`config.mk`:
```
export PLATFORM = sky130hd
export DESIGN_NAME = scanline_timer_irq_unit
export DESIGN_NICKNAME = d
export VERILOG_FILES = /design/src/rtl/core/stui_pkg.sv /design/src/rtl/core/scanline_timer_irq_unit.sv /design/src/rtl/core/stui_step.sv
export SDC_FILE = /design/constraint.sdc
export NUM_CORES = 1
export LEC_CHECK = 0
export BUFFER_PORTS_ARGS = -buffer_cell sky130_fd_sc_hd__buf_2
export CAP_MARGIN = 10
export CORE_ASPECT_RATIO = 1.4
export CORE_MARGIN = 4
export CORE_UTILIZATION = 30
export DETAILED_ROUTE_END_ITERATION = 7
export GPL_TIMING_DRIVEN = 0
export PLACE_DENSITY = 0.52
export SLEW_MARGIN = 20
export SYNTH_ARGS = -nofsm -noshare
export SYNTH_HDL_FRONTEND = slang
export SYNTH_HIERARCHICAL = 1
export SYNTH_SLANG_ARGS = --single-unit
```
`constraint.sdc`:
```
create_clock -name clk -period 6.29 [get_ports clk]
set_clock_uncertainty 0.2 [all_clocks]
set_input_delay 0.3145 -clock clk [delete_from_list [all_inputs] [get_ports clk]]
set_output_delay 0.3145 -clock clk [all_outputs]
set_load 0.01 [all_outputs]
```
`src/rtl/core/stui_pkg.sv`:
```
// Shared types and constants for the scanline timer and interrupt unit.
// No dependencies.
`default_nettype none

package stui_pkg;

	localparam int unsigned LINES_PER_FRAME = 264;
	localparam int unsigned VBLANK_LINE     = 224;
	localparam int unsigned TICKS_PER_LINE  = 384;
	localparam int unsigned BORDER_LINES    = 8;

	localparam int unsigned LINE_W   = 9;
	localparam int unsigned TIMER_W  = 32;
	localparam int unsigned CMD_W    = 2;
	localparam int unsigned MASK_W   = 3;

	localparam int unsigned ACK_VBLANK_BIT = 2;
	localparam int unsigned ACK_TIMER_BIT  = 1;

	typedef enum logic [CMD_W-1:0] {
		CMD_TICK   = 2'd0,
		CMD_RELOAD = 2'd1,
		CMD_ACK    = 2'd2,
		CMD_NONE   = 2'd3
	} cmd_t;

	typedef struct packed {
		logic [CMD_W-1:0]   cmd;
		logic [TIMER_W-1:0] reload_value;
		logic [MASK_W-1:0]  ack_mask;
	} item_t;

	typedef struct packed {
		logic               vblank_pending;
		logic               timer_pending;
		logic [LINE_W-1:0]  line_now;
		logic [TIMER_W-1:0] timer_now;
	} result_t;

	typedef struct packed {
		logic  advance;
		item_t item;
	} step_ctrl_t;

endpackage

`default_nettype wire

```
`src/rtl/core/scanline_timer_irq_unit.sv`:
```
// Top level of the scanline timer and interrupt unit: input and result
// registers around the event logic. Depends on stui_pkg and stui_step.
// Path: an input beat reaches the result beat through the input register, then the result register.
// Throughput: one event per cycle while out_stall is low; the result register frees when its beat is taken.
// Reset: line, timer, reload and both pending flags clear to zero; the latched stop_at_border setting clears.
`default_nettype none

module scanline_timer_irq_unit (
	input  wire                               clk,
	input  wire                               arst_n,
	input  wire                               in_valid,
	output logic                              in_stall,
	input  wire [stui_pkg::CMD_W-1:0]         cmd,
	input  wire [stui_pkg::TIMER_W-1:0]       reload_value,
	input  wire [stui_pkg::MASK_W-1:0]        ack_mask,
	output logic                              out_valid,
	input  wire                               out_stall,
	output logic                              vblank_pending,
	output logic                              timer_pending,
	output logic [stui_pkg::LINE_W-1:0]       line_now,
	output logic [stui_pkg::TIMER_W-1:0]      timer_now,
	input  wire                               cfg_valid,
	output logic                              cfg_ready,
	input  wire                               stop_at_border
);

	logic                 valid_s1;
	stui_pkg::item_t      item_s1;
	logic                 valid_s2;
	stui_pkg::result_t    res_s2;
	logic                 stop_q;

	logic                 load_s2;
	logic                 adv_s1;
	logic                 take_in;
	stui_pkg::step_ctrl_t ctrl;
	stui_pkg::result_t    res_d;

	assign load_s2  = !valid_s2 || !out_stall;
	assign adv_s1   = valid_s1 && load_s2;
	assign in_stall = valid_s1 && !load_s2;
	assign take_in  = in_valid && !in_stall;
	assign cfg_ready = 1'b1;

	assign ctrl.advance = adv_s1;
	assign ctrl.item    = item_s1;

	stui_step u_step (
		.clk            (clk),
		.arst_n         (arst_n),
		.ctrl           (ctrl),
		.stop_at_border (stop_q),
		.result         (res_d)
	);

	always_ff @(posedge clk or negedge arst_n) begin
		if (!arst_n) begin
			stop_q <= 1'b0;
		end else if (cfg_valid && cfg_ready) begin
			stop_q <= stop_at_border;
		end
	end

	always_ff @(posedge clk or negedge arst_n) begin
		if (!arst_n) begin
			valid_s1 <= 1'b0;
			valid_s2 <= 1'b0;
		end else begin
			if (take_in)
				valid_s1 <= 1'b1;
			else if (adv_s1)
				valid_s1 <= 1'b0;
			if (load_s2)
				valid_s2 <= adv_s1;
		end
	end

	always_ff @(posedge clk) begin
		if (take_in) begin
			item_s1.cmd          <= cmd;
			item_s1.reload_value <= reload_value;
			item_s1.ack_mask     <= ack_mask;
		end
		if (adv_s1)
			res_s2 <= res_d;
	end

	assign out_valid      = valid_s2;
	assign vblank_pending = res_s2.vblank_pending;
	assign timer_pending  = res_s2.timer_pending;
	assign line_now       = res_s2.line_now;
	assign timer_now      = res_s2.timer_now;

endmodule

`default_nettype wire

```
`src/rtl/core/stui_step.sv`:
```
// Event state: line counter, timer, reload register and pending flags.
// Applies one event per advance beat. Depends on stui_pkg.
`default_nettype none

module stui_step (
	input  wire                       clk,
	input  wire                       arst_n,
	input  wire stui_pkg::step_ctrl_t ctrl,
	input  wire                       stop_at_border,
	output stui_pkg::result_t         result
);

	logic [stui_pkg::LINE_W-1:0]  line_q;
	logic [stui_pkg::TIMER_W-1:0] timer_q;
	logic [stui_pkg::TIMER_W-1:0] reload_q;
	logic                         vblank_q;
	logic                         tflag_q;

	logic [stui_pkg::LINE_W-1:0]  line_d;
	logic [stui_pkg::TIMER_W-1:0] timer_d;
	logic [stui_pkg::TIMER_W-1:0] reload_d;
	logic                         vblank_d;
	logic                         tflag_d;

	logic [stui_pkg::LINE_W-1:0]  line_inc;
	logic [stui_pkg::LINE_W-1:0]  line_tick;
	logic                         border;
	logic                         run;

	always_comb begin
		line_inc  = line_q + stui_pkg::LINE_W'(1);
		line_tick = (line_inc >= stui_pkg::LINE_W'(stui_pkg::LINES_PER_FRAME)) ?
			'0 : line_inc;
		border = ({1'b0, line_tick} < (stui_pkg::LINE_W + 1)'(stui_pkg::BORDER_LINES)) ||
			({1'b0, line_tick} >=
			(stui_pkg::LINE_W + 1)'(stui_pkg::VBLANK_LINE + stui_pkg::BORDER_LINES));
		run = !(stop_at_border && border) && (timer_q != '0);

		line_d   = line_q;
		timer_d  = timer_q;
		reload_d = reload_q;
		vblank_d = vblank_q;
		tflag_d  = tflag_q;

		case (stui_pkg::cmd_t'(ctrl.item.cmd))
			stui_pkg::CMD_TICK: begin
				line_d = line_tick;
				if (line_tick == stui_pkg::LINE_W'(stui_pkg::VBLANK_LINE))
					vblank_d = 1'b1;
				if (run) begin
					if (timer_q > stui_pkg::TIMER_W'(stui_pkg::TICKS_PER_LINE)) begin
						timer_d = timer_q - stui_pkg::TIMER_W'(stui_pkg::TICKS_PER_LINE);
					end else begin
						tflag_d = 1'b1;
						timer_d = reload_q;
					end
				end
			end
			stui_pkg::CMD_RELOAD: begin
				reload_d = ctrl.item.reload_value;
				timer_d  = ctrl.item.reload_value;
			end
			stui_pkg::CMD_ACK: begin
				if (ctrl.item.ack_mask[stui_pkg::ACK_VBLANK_BIT])
					vblank_d = 1'b0;
				if (ctrl.item.ack_mask[stui_pkg::ACK_TIMER_BIT])
					tflag_d = 1'b0;
			end
			default: begin
			end
		endcase
	end

	always_ff @(posedge clk or negedge arst_n) begin
		if (!arst_n) begin
			line_q   <= '0;
			timer_q  <= '0;
			reload_q <= '0;
			vblank_q <= 1'b0;
			tflag_q  <= 1'b0;
		end else if (ctrl.advance) begin
			line_q   <= line_d;
			timer_q  <= timer_d;
			reload_q <= reload_d;
			vblank_q <= vblank_d;
			tflag_q  <= tflag_d;
		end
	end

	assign result.vblank_pending = vblank_d;
	assign result.timer_pending  = tflag_d;
	assign result.line_now       = line_d;
	assign result.timer_now      = timer_d;

	a_line_range: assert property (@(posedge clk) disable iff (!arst_n)
		line_q < stui_pkg::LINE_W'(stui_pkg::LINES_PER_FRAME))
		else $error("line counter out of frame");

	a_line_hold: assert property (@(posedge clk) disable iff (!arst_n)
		(ctrl.advance && ctrl.item.cmd != stui_pkg::CMD_TICK) |=> $stable(line_q))
		else $error("line moved on a non-tick event");

	a_vblank_src: assert property (@(posedge clk) disable iff (!arst_n)
		$rose(vblank_q) |-> ($past(ctrl.advance)
		&& $past(ctrl.item.cmd) == stui_pkg::CMD_TICK
		&& line_q == stui_pkg::LINE_W'(stui_pkg::VBLANK_LINE)))
		else $error("vblank pending set outside the vblank line");

	a_timer_idle: assert property (@(posedge clk) disable iff (!arst_n)
		!ctrl.advance |=> $stable(timer_q))
		else $error("timer changed without an event");

endmodule

`default_nettype wire
```
# Yosys cells after proc, flatten, opt, wreduce, memory -nomap -nowiden
# Cells that the tools add are included.
# W data, S select, Z words.
[classes] addsub=2 n_lt_le_gt_ge=4 eq_ne=3 muxes=14 reduce_logical=16
[ops] cell="$mux W32" count=2
[ops] cell="$pmux W32 S2" count=1
[ops] cell="$gt A32 B9 Y1 const B" count=1
[ops] cell="$reduce_bool A32 Y1" count=1
[ops] cell="$sub A32 B9 Y32 const B" count=1
[ops] cell="$mux W9" count=2
[ops] cell="$add A9 B1 Y9 const B" count=1
[ops] cell="$eq A9 B8 Y1 const B" count=1
[ops] cell="$ge A9 B8 Y1 const B" count=1
[ops] cell="$ge A9 B9 Y1 const B" count=1
[ops] cell="$lt A9 B4 Y1 const B" count=1
[ops] cell="$mux W1" count=7
[ops] cell="$logic_and A1 B1 Y1" count=5
[ops] cell="$logic_not A1 Y1" count=5
[ops] cell="$pmux W1 S2" count=2
[ops] cell="$eq A2 B1 Y1 const B" count=1
[ops] cell="$eq A2 B2 Y1 const B" count=1
[ops] cell="$logic_not A2 Y1" count=1
[ops] cell="$logic_or A1 B1 Y1" count=2
[ops] cell="$reduce_and A2 Y1" count=1
[ops] cell="$reduce_bool A2 Y1" count=1
[word_totals] ff_bits=158 in_bits=43 word_cells=54

# Longest topological paths before layout
# Gate-level depths: netlist of run 1.
[depth] word_depth=10 mapped_depth=11

# Modules after synthesis
# The synthesis of run 1 kept the hierarchy.
[by_module_without_submodules] module="stui_step" n_inst=1 cells_each=642 area_each_um2=5113.7
[by_module_without_submodules] module="scanline_timer_irq_unit" n_inst=1 cells_each=92 area_each_um2=2542.4

# Worst setup path before layout of run 1
# No wires, ideal clock.
[synth_timing] path_type="register to register" from="reg valid_s2, in the netlist out_valid" to="reg u_step/timer_q[0] (netlist bit)" setup_time_ns=0.123 arrival_time_ns=5.001 t_required_ns=5.967 path_slack_ns=0.967 stages_incl_launch_ff=9 path_buffers=2 period_less_slack_ns=5.323 cell_sequence="dfrtp_1 > a21boi_0 > clkbuf_1 > nand2_1 > inv_1 > o211a_1 > buf_6 > nand2_1 > o221a_2"
[synth_between] elab_chain_len=3
[synth_rtl] element="start: declaration" line_no="scanline_timer_irq_unit.sv:29" text="logic valid_s2;"
[synth_rtl] element="start signal: assignment" line_no="scanline_timer_irq_unit.sv:74" text="valid_s2 <= adv_s1;"
[synth_rtl] element="$logic_not A1 Y1" line_no="scanline_timer_irq_unit.sv:39" text="assign load_s2 = !valid_s2 || !out_stall;"
[synth_rtl] element="$logic_or A1 B1 Y1" line_no="scanline_timer_irq_unit.sv:39"
[synth_rtl] element="$logic_and A1 B1 Y1" line_no="scanline_timer_irq_unit.sv:40" text="assign adv_s1 = valid_s1 && load_s2;"
[synth_rtl] element="via adv_s1" line_no="scanline_timer_irq_unit.sv:34" text="logic adv_s1;"
[synth_rtl] element="end signal: assignment" line_no="stui_step.sv:83" text="timer_q <= timer_d;"
[synth_rtl] element="end: declaration" line_no="stui_step.sv:14" text="logic [stui_pkg::TIMER_W-1:0] timer_q;"
# The timed path passes the listed nets, and every way through them passes these cells.
# A chain may end at the register's enable or synchronous reset.

==> results.cfg, run 1 <==
[critical_path]
start_kind = register
cp_data_arrival_time_ps = 3800
timing.rr.start = u_step/line_q[0]$_DFFE_PN0P_
rr_endpoint = timer_now[25]$_DFFE_PP_
rrSetupSlack_ps = 2420
timing.reg2reg.worst_path_depth = 9
timing.setup.critical_path_class = reg -> reg
timing.critical_path.required_ps = 6220
type_of_element_capturing_the_critical_path = register
critical_path_peak_fanout = 10

[pwr]
power.internal_mw = 2.284
peakVddDrop_mv = 0.1982
share_of_total_power_in_sequential_cells_pct = 43.8
power_density_nw_per_um2 = 344.8
p_leak_nw = 3.924
power.share.clock_pct = 32.9
net_switching_power_mw = 1.025
combinational_share_of_power_pct = 23.3
p_sw_share_pct = 30.98

[die]
die-area_um2 = 28070
number_of_primary_i_o_pins = 89
die-width_um = 142.8
die_height_um = 196.7
row_count = 68
floorplan.initialDensity_pct = 30.70
core_area_um2 = 24840

[routing]
route.final.wire_length_mm = 25.01
post_detailed_route_wirelength_per_cell_um = 20.63
drt_first_iter_violations = 574
detail_route.vias_per_cell = 5.295
drtPass1Iterations = 5
dr_total_vias = 6417
remaining_drc_errors = 0
detail-route-antenna-nets = 0

[final_layout]
antennaDiodeCount = 0
relative_area_change_from_synthesis_to_final_layout_pct = 25.89
post_route_cells_drive_above_1_share_pct = 19.73
nFillCells = 2503
num-nets-final = 930

[cts]
reg_clk_slew_reported_paths_ps = 60
clk_latency_ps = 430
clkSinkCount = 157
post_cts.repair.setup_buffers = 0
clock_tree.htree_level_count = 4
cts-root-to-sink-buffers = 2
tritoncts_buffers = 17
tritoncts = yes
cts.repair.resized = 0
ctsRootBufferMaster = clkbuf_16
cts-hold-fix-buffers = 42

[sta]
finalCritPeriodShare_pct = 61.47
achievable-frequency_ghz = 0.2586
setup_ws_ps = 2424
timing.slew.headroom_pct = 34.24
final_hold_viol_count = 0
grt_setup_unrepaired = no
finalWorstPathRequiredPeriod_ps = 3866
setup_viol = 0
slew_at_the_pin_closest_to_its_max_slew_limit_ps = 977.3
slew_violations = 0
hold-worst-slack_ps = 165.0

[global_routing]
first_global_vias = 6651
antenna_found_initial = 0
groute.usage.overall_pct = 18.07
pin_count_of_the_biggest_net_entering_global_routing = 52
grt_first_pass_wirelength_mm = 38.71
grt_overflow = 0

[flow_run]
drv.max_cap_violation_count = 0

[yosys]
synthesized_area_per_cell_um2 = 10.40
ys_warn_count = 6
netlist_instances = 733
netlist_area_before_placement_um2 = 7626
postSynthNetCount = 779

[placement]
detailedPlace.worstSlack_ps = 2532
post-dp-hpwl_mm = 17.10
port-buffer-count = 86
place_congestion = 0.9065

[run_status]
run_status = finished clean

[hold_path]
min_path_type = in -> async
==> metrics by stage <==
step           TNS, ps  area [µm²]  std cells  util (%)  power, mW
2_1_floorplan        0        7626        733         -      1.920
3_3_place_gp   -158600        8451       1134     34.01      2.191
3_5_place_dp         0        8568       1138     34.49      2.206
4_1_cts              0        9600       1212     38.64      3.332
5_1_grt              0        9600       1212     38.64      3.482
6_report             0        9600       1212     38.64      3.310
==> layout by cell type (no fill, tap or decap), types with 4 or more instances in the layout <==
master and n:
a21oi_1 25, a221o_1 6, a221oi_1 13, a22o_1 9
a22oi_1 6, a31oi_1 7, and2_1 4, buf_2 91
buf_4 8, bufinv_16 4, clkbuf_1 36, clkbuf_16 17
clkinv_2 4, dfrtp_1 78, dlygate4sd3_1 42, edfxtp_1 79
inv_1 23, mux2_2 5, nand2_1 151, nand2b_1 10
nand3_1 14, nand4_1 5, nor2_1 54, nor3_1 16
nor4_1 7, o211ai_1 5, o21ai_0 33, o221a_2 15
o221ai_1 4, o311ai_0 4, o31ai_1 13, or2_2 8
or3_1 11, or4_1 4, xnor2_1 15
==> worst max path at each step <==
stage | from | end | cells after the start
after global routing | u_step/line_q[0]$_DFFE_PN0P_ | timer_now[25]$_DFFE_PP_ | 9
after detailed placement | u_step/line_q[0]$_DFFE_PN0P_ | timer_now[25]$_DFFE_PP_ | 9
after floorplan | out_valid$_DFFE_PN0P_ | u_step/timer_q[0]$_DFFE_PN0P_ | 8
final | u_step/line_q[0]$_DFFE_PN0P_ | timer_now[25]$_DFFE_PP_ | 9
after CTS | u_step/line_q[0]$_DFFE_PN0P_ | timer_now[25]$_DFFE_PP_ | 9
after global placement | out_valid$_DFFE_PN0P_ | u_step/timer_q[30]$_DFFE_PN0P_ | 7
==> final cells by class <==
class / instances / area, µm² / share of cell area (%)
repair buffers: 132 / 955.9 / 9.957
multi-input cells: 506 / 2995 / 31.20
well taps: 315 / 394.1 / 4.105
inverters: 23 / 86.33 / 0.8993
clock inverters: 8 / 140.1 / 1.460
plain buffers: 47 / 232.7 / 2.424
flip-flops and latches: 157 / 4324 / 45.04
clock buffers: 24 / 471.7 / 4.913
==> critical path, stage by stage, from the launching register on <==
cell and delay (ps):
dfrtp_1 510, ha_1 200, clkbuf_1 320, xnor2_1 120, a41oi_1 370, a21oi_1 130
a211oi_1 580, o21ai_2 270, nor2_1 670, a221oi_1 200
==> flip-flops by register name (all words and copies together), names as in the netlist <==
signal and flops:
u_step/line_q 9, u_step/reload_q 32, out_valid 1, u_step/tflag_q 1
u_step/timer_q 32, timer_pending 1, timer_now 32, ctrl 36
u_step/vblank_q 1, stop_q 1, vblank_pending 1, line_now 9
valid_s1 1
==> per-layer routing <==
metal / track usage [%] / share of wire (%)
met1: 21.10 / 39
met2: 31.41 / 50
met3: 3.471 / 6.5
met4: 8.982 / 4.0
met5: 0 / 0
==> power by group through the flow <==
stage                     sequential [mW]  combinational, mW  clock, mW
after floorplan                      1.44              0.479          0
after global placement               1.47              0.722          0
after detailed placement             1.46              0.743          0
after CTS                            1.44              0.768       1.12
after global routing                 1.47              0.852       1.16
final                                1.45              0.771       1.09
Power figures use the tool's default switching activity.
==> run 2, diff against run 1 <==
==> constraint.sdc (replaced) <==
create_clock -name clk -period 3.9 [get_ports clk]
set_clock_uncertainty 0.2 [all_clocks]
set_input_delay 0.195 -clock clk [delete_from_list [all_inputs] [get_ports clk]]
set_output_delay 0.195 -clock clk [all_outputs]
set_load 0.01 [all_outputs]
==> run 2 against run 1 <==
Power grew 57%. Non-clock buffer count unchanged. Cell count is essentially flat. Sequential share of layout area up 0.22 points. Count of clock-buffer cells in the layout shrank 4. Via count decreased by 0.75%. Register-to-register slack got worse by 2300 ps. Sequential power up 61%. Critical path type unchanged. Critical endpoint is now timer_now[30]$_DFFE_PP_.
==> results.cfg, run 2 (synthesis results as in run 1) <==
[placement]
post-dp-hpwl_mm = 17.22
place_congestion = 0.9169
dpl-instance-area_um2 = 8568
placedCellCount = 1138
port-buffer-count = 86
detailedPlace.worstSlack_ps = 160.4

[cts]
cts-root-to-sink-buffers = 2
tritoncts_buffers = 17
tritoncts = yes
clkSinkCount = 157
post_cts.repair.setup_buffers = 0
reg_clk_slew_reported_paths_ps = 60
clk_latency_ps = 440
clock_tree.htree_level_count = 4
ctsRootBufferMaster = clkbuf_16

[die]
row_count = 68
die_height_um = 196.7
floorplan.initialDensity_pct = 30.70
die-area_um2 = 28070
core_area_um2 = 24840
die-width_um = 142.8
number_of_primary_i_o_pins = 89

[critical_path]
rr_endpoint = timer_now[30]$_DFFE_PP_
rrSetupSlack_ps = 150
timing.critical_path.required_ps = 3870
timing.setup.critical_path_class = reg -> reg
cp-startpoint = u_step/timer_q[20]$_DFFE_PN0P_
timing.rr.start = u_step/timer_q[20]$_DFFE_PN0P_
timing.reg2reg.worst_path_depth = 10
critical_path_peak_fanout = 10
crit_end = timer_now[30]$_DFFE_PP_
cp_data_arrival_time_ps = 3720
type_of_element_capturing_the_critical_path = register
start_kind = register

[routing]
detail-route-antenna-nets = 0
drt_first_iter_violations = 487
route.final.wire_length_mm = 24.58
remaining_drc_errors = 0
drtPass1Iterations = 7
detail_route.vias_per_cell = 5.259
post_detailed_route_wirelength_per_cell_um = 20.30
dr_total_vias = 6369

[global_routing]
grt_overflow = 0
grt_first_pass_wirelength_mm = 38.34
groute.usage.overall_pct = 17.98
antenna_found_initial = 0
pin_count_of_the_biggest_net_entering_global_routing = 53
first_global_vias = 6647

[sta]
slew_at_the_pin_closest_to_its_max_slew_limit_ps = 959.0
setup_viol = 0
finalCritPeriodShare_pct = 96.06
timing.slew.headroom_pct = 35.83
setup_tns_final_ps = 0
slew_violations = 0
setup_ws_ps = 153.5
hold-worst-slack_ps = 40.62
achievable-frequency_ghz = 0.2669
finalWorstPathRequiredPeriod_ps = 3747
grt_setup_unrepaired = no
final_hold_viol_count = 0

[final_layout]
layout_commonest_cell = nand2_1
largest_register_ffs = 36
final_cell_mix = nand2_1, buf_2, edfxtp_1, dfrtp_1, nor2_1
layoutNonFillerInstCount = 1211
nFillCells = 2556
num-nets-final = 930
final_util_pct = 38.46
design_area_um2 = 9554
antennaDiodeCount = 0
relative_area_change_from_synthesis_to_final_layout_pct = 25.28
post_route_cells_drive_above_1_share_pct = 20.09

[pwr]
power_density_nw_per_um2 = 543.3
power.total_mw = 5.190
p_leak_nw = 3.889
power.share.clock_pct = 31.1
share_of_total_power_in_sequential_cells_pct = 45.1
combinational_share_of_power_pct = 23.8
peakVddDrop_mv = 0.3271
net_switching_power_mw = 1.670
power.internal_mw = 3.521
p_sw_share_pct = 32.17

[hold_path]
min_path_type = in -> async

[run_status]
run_status = finished clean

[flow_run]
drv.max_cap_violation_count = 0
-- run 2: power groups by stage --
stage | clock network (mW) | registers (mW) | logic [mW]
floorplan | 0 | 2.32 | 0.772
global placement | 0 | 2.36 | 1.16
detailed placement | 0 | 2.36 | 1.20
CTS | 1.66 | 2.33 | 1.23
global route | 1.72 | 2.37 | 1.38
finish | 1.62 | 2.34 | 1.24
-- run 2: critical path, stage by stage, from the launching register on --
cell and delay [ps]:
dfrtp_1 350, buf_2 180, or3_4 410, or4_1 480, buf_2 190, nor3_4 260
nand4_1 250, o21a_2 330, o21ai_2 390, buf_4 290, a21oi_1 130
-- run 2: layout make-up --
cell class / instances / area (µm²) / share of cell area, %
flip-flops and latches: 157 / 4324 / 45.26
multi-input cells: 506 / 3000 / 31.40
repair buffers: 132 / 955.9 / 10.01
clock buffers: 20 / 436.7 / 4.570
well taps: 315 / 394.1 / 4.125
plain buffers: 47 / 234.0 / 2.449
clock inverters: 11 / 122.6 / 1.283
inverters: 23 / 86.33 / 0.9036
-- run 2: repair_timing --
item	4_1_cts	5_1_grt
hold buffers	42	0
resized for setup	0	3
setup endpoints to repair	0	35
endpoints found under the hold margin	123	0
-- run 2: worst min path at each step --
stage,start,to,slack [ps]
global placement,reload_value[12],ctrl[15]$_DFFE_PP_,170
global route,arst_n,u_step/reload_q[2]$_DFFE_PN0P_,80
detailed placement,arst_n,valid_s1$_DFFE_PN0P_,-40
CTS,arst_n,u_step/reload_q[2]$_DFFE_PN0P_,40
floorplan,arst_n,out_valid$_DFFE_PN0P_,-300
finish,arst_n,u_step/reload_q[2]$_DFFE_PN0P_,40
-- run 2: layer usage --
metal / wire length (µm) / GRT usage (%) / vias to the layer above / share of wire (%)
li1: - / - / 2999 / -
met1: 9598 / 21.04 / 3082 / 39
met2: 12500 / 30.80 / 230 / 51
met3: 1377 / 3.544 / 58 / 5.6
met4: 1106 / 9.687 / 0 / 4.5
met5: 0 / 0 / - / 0
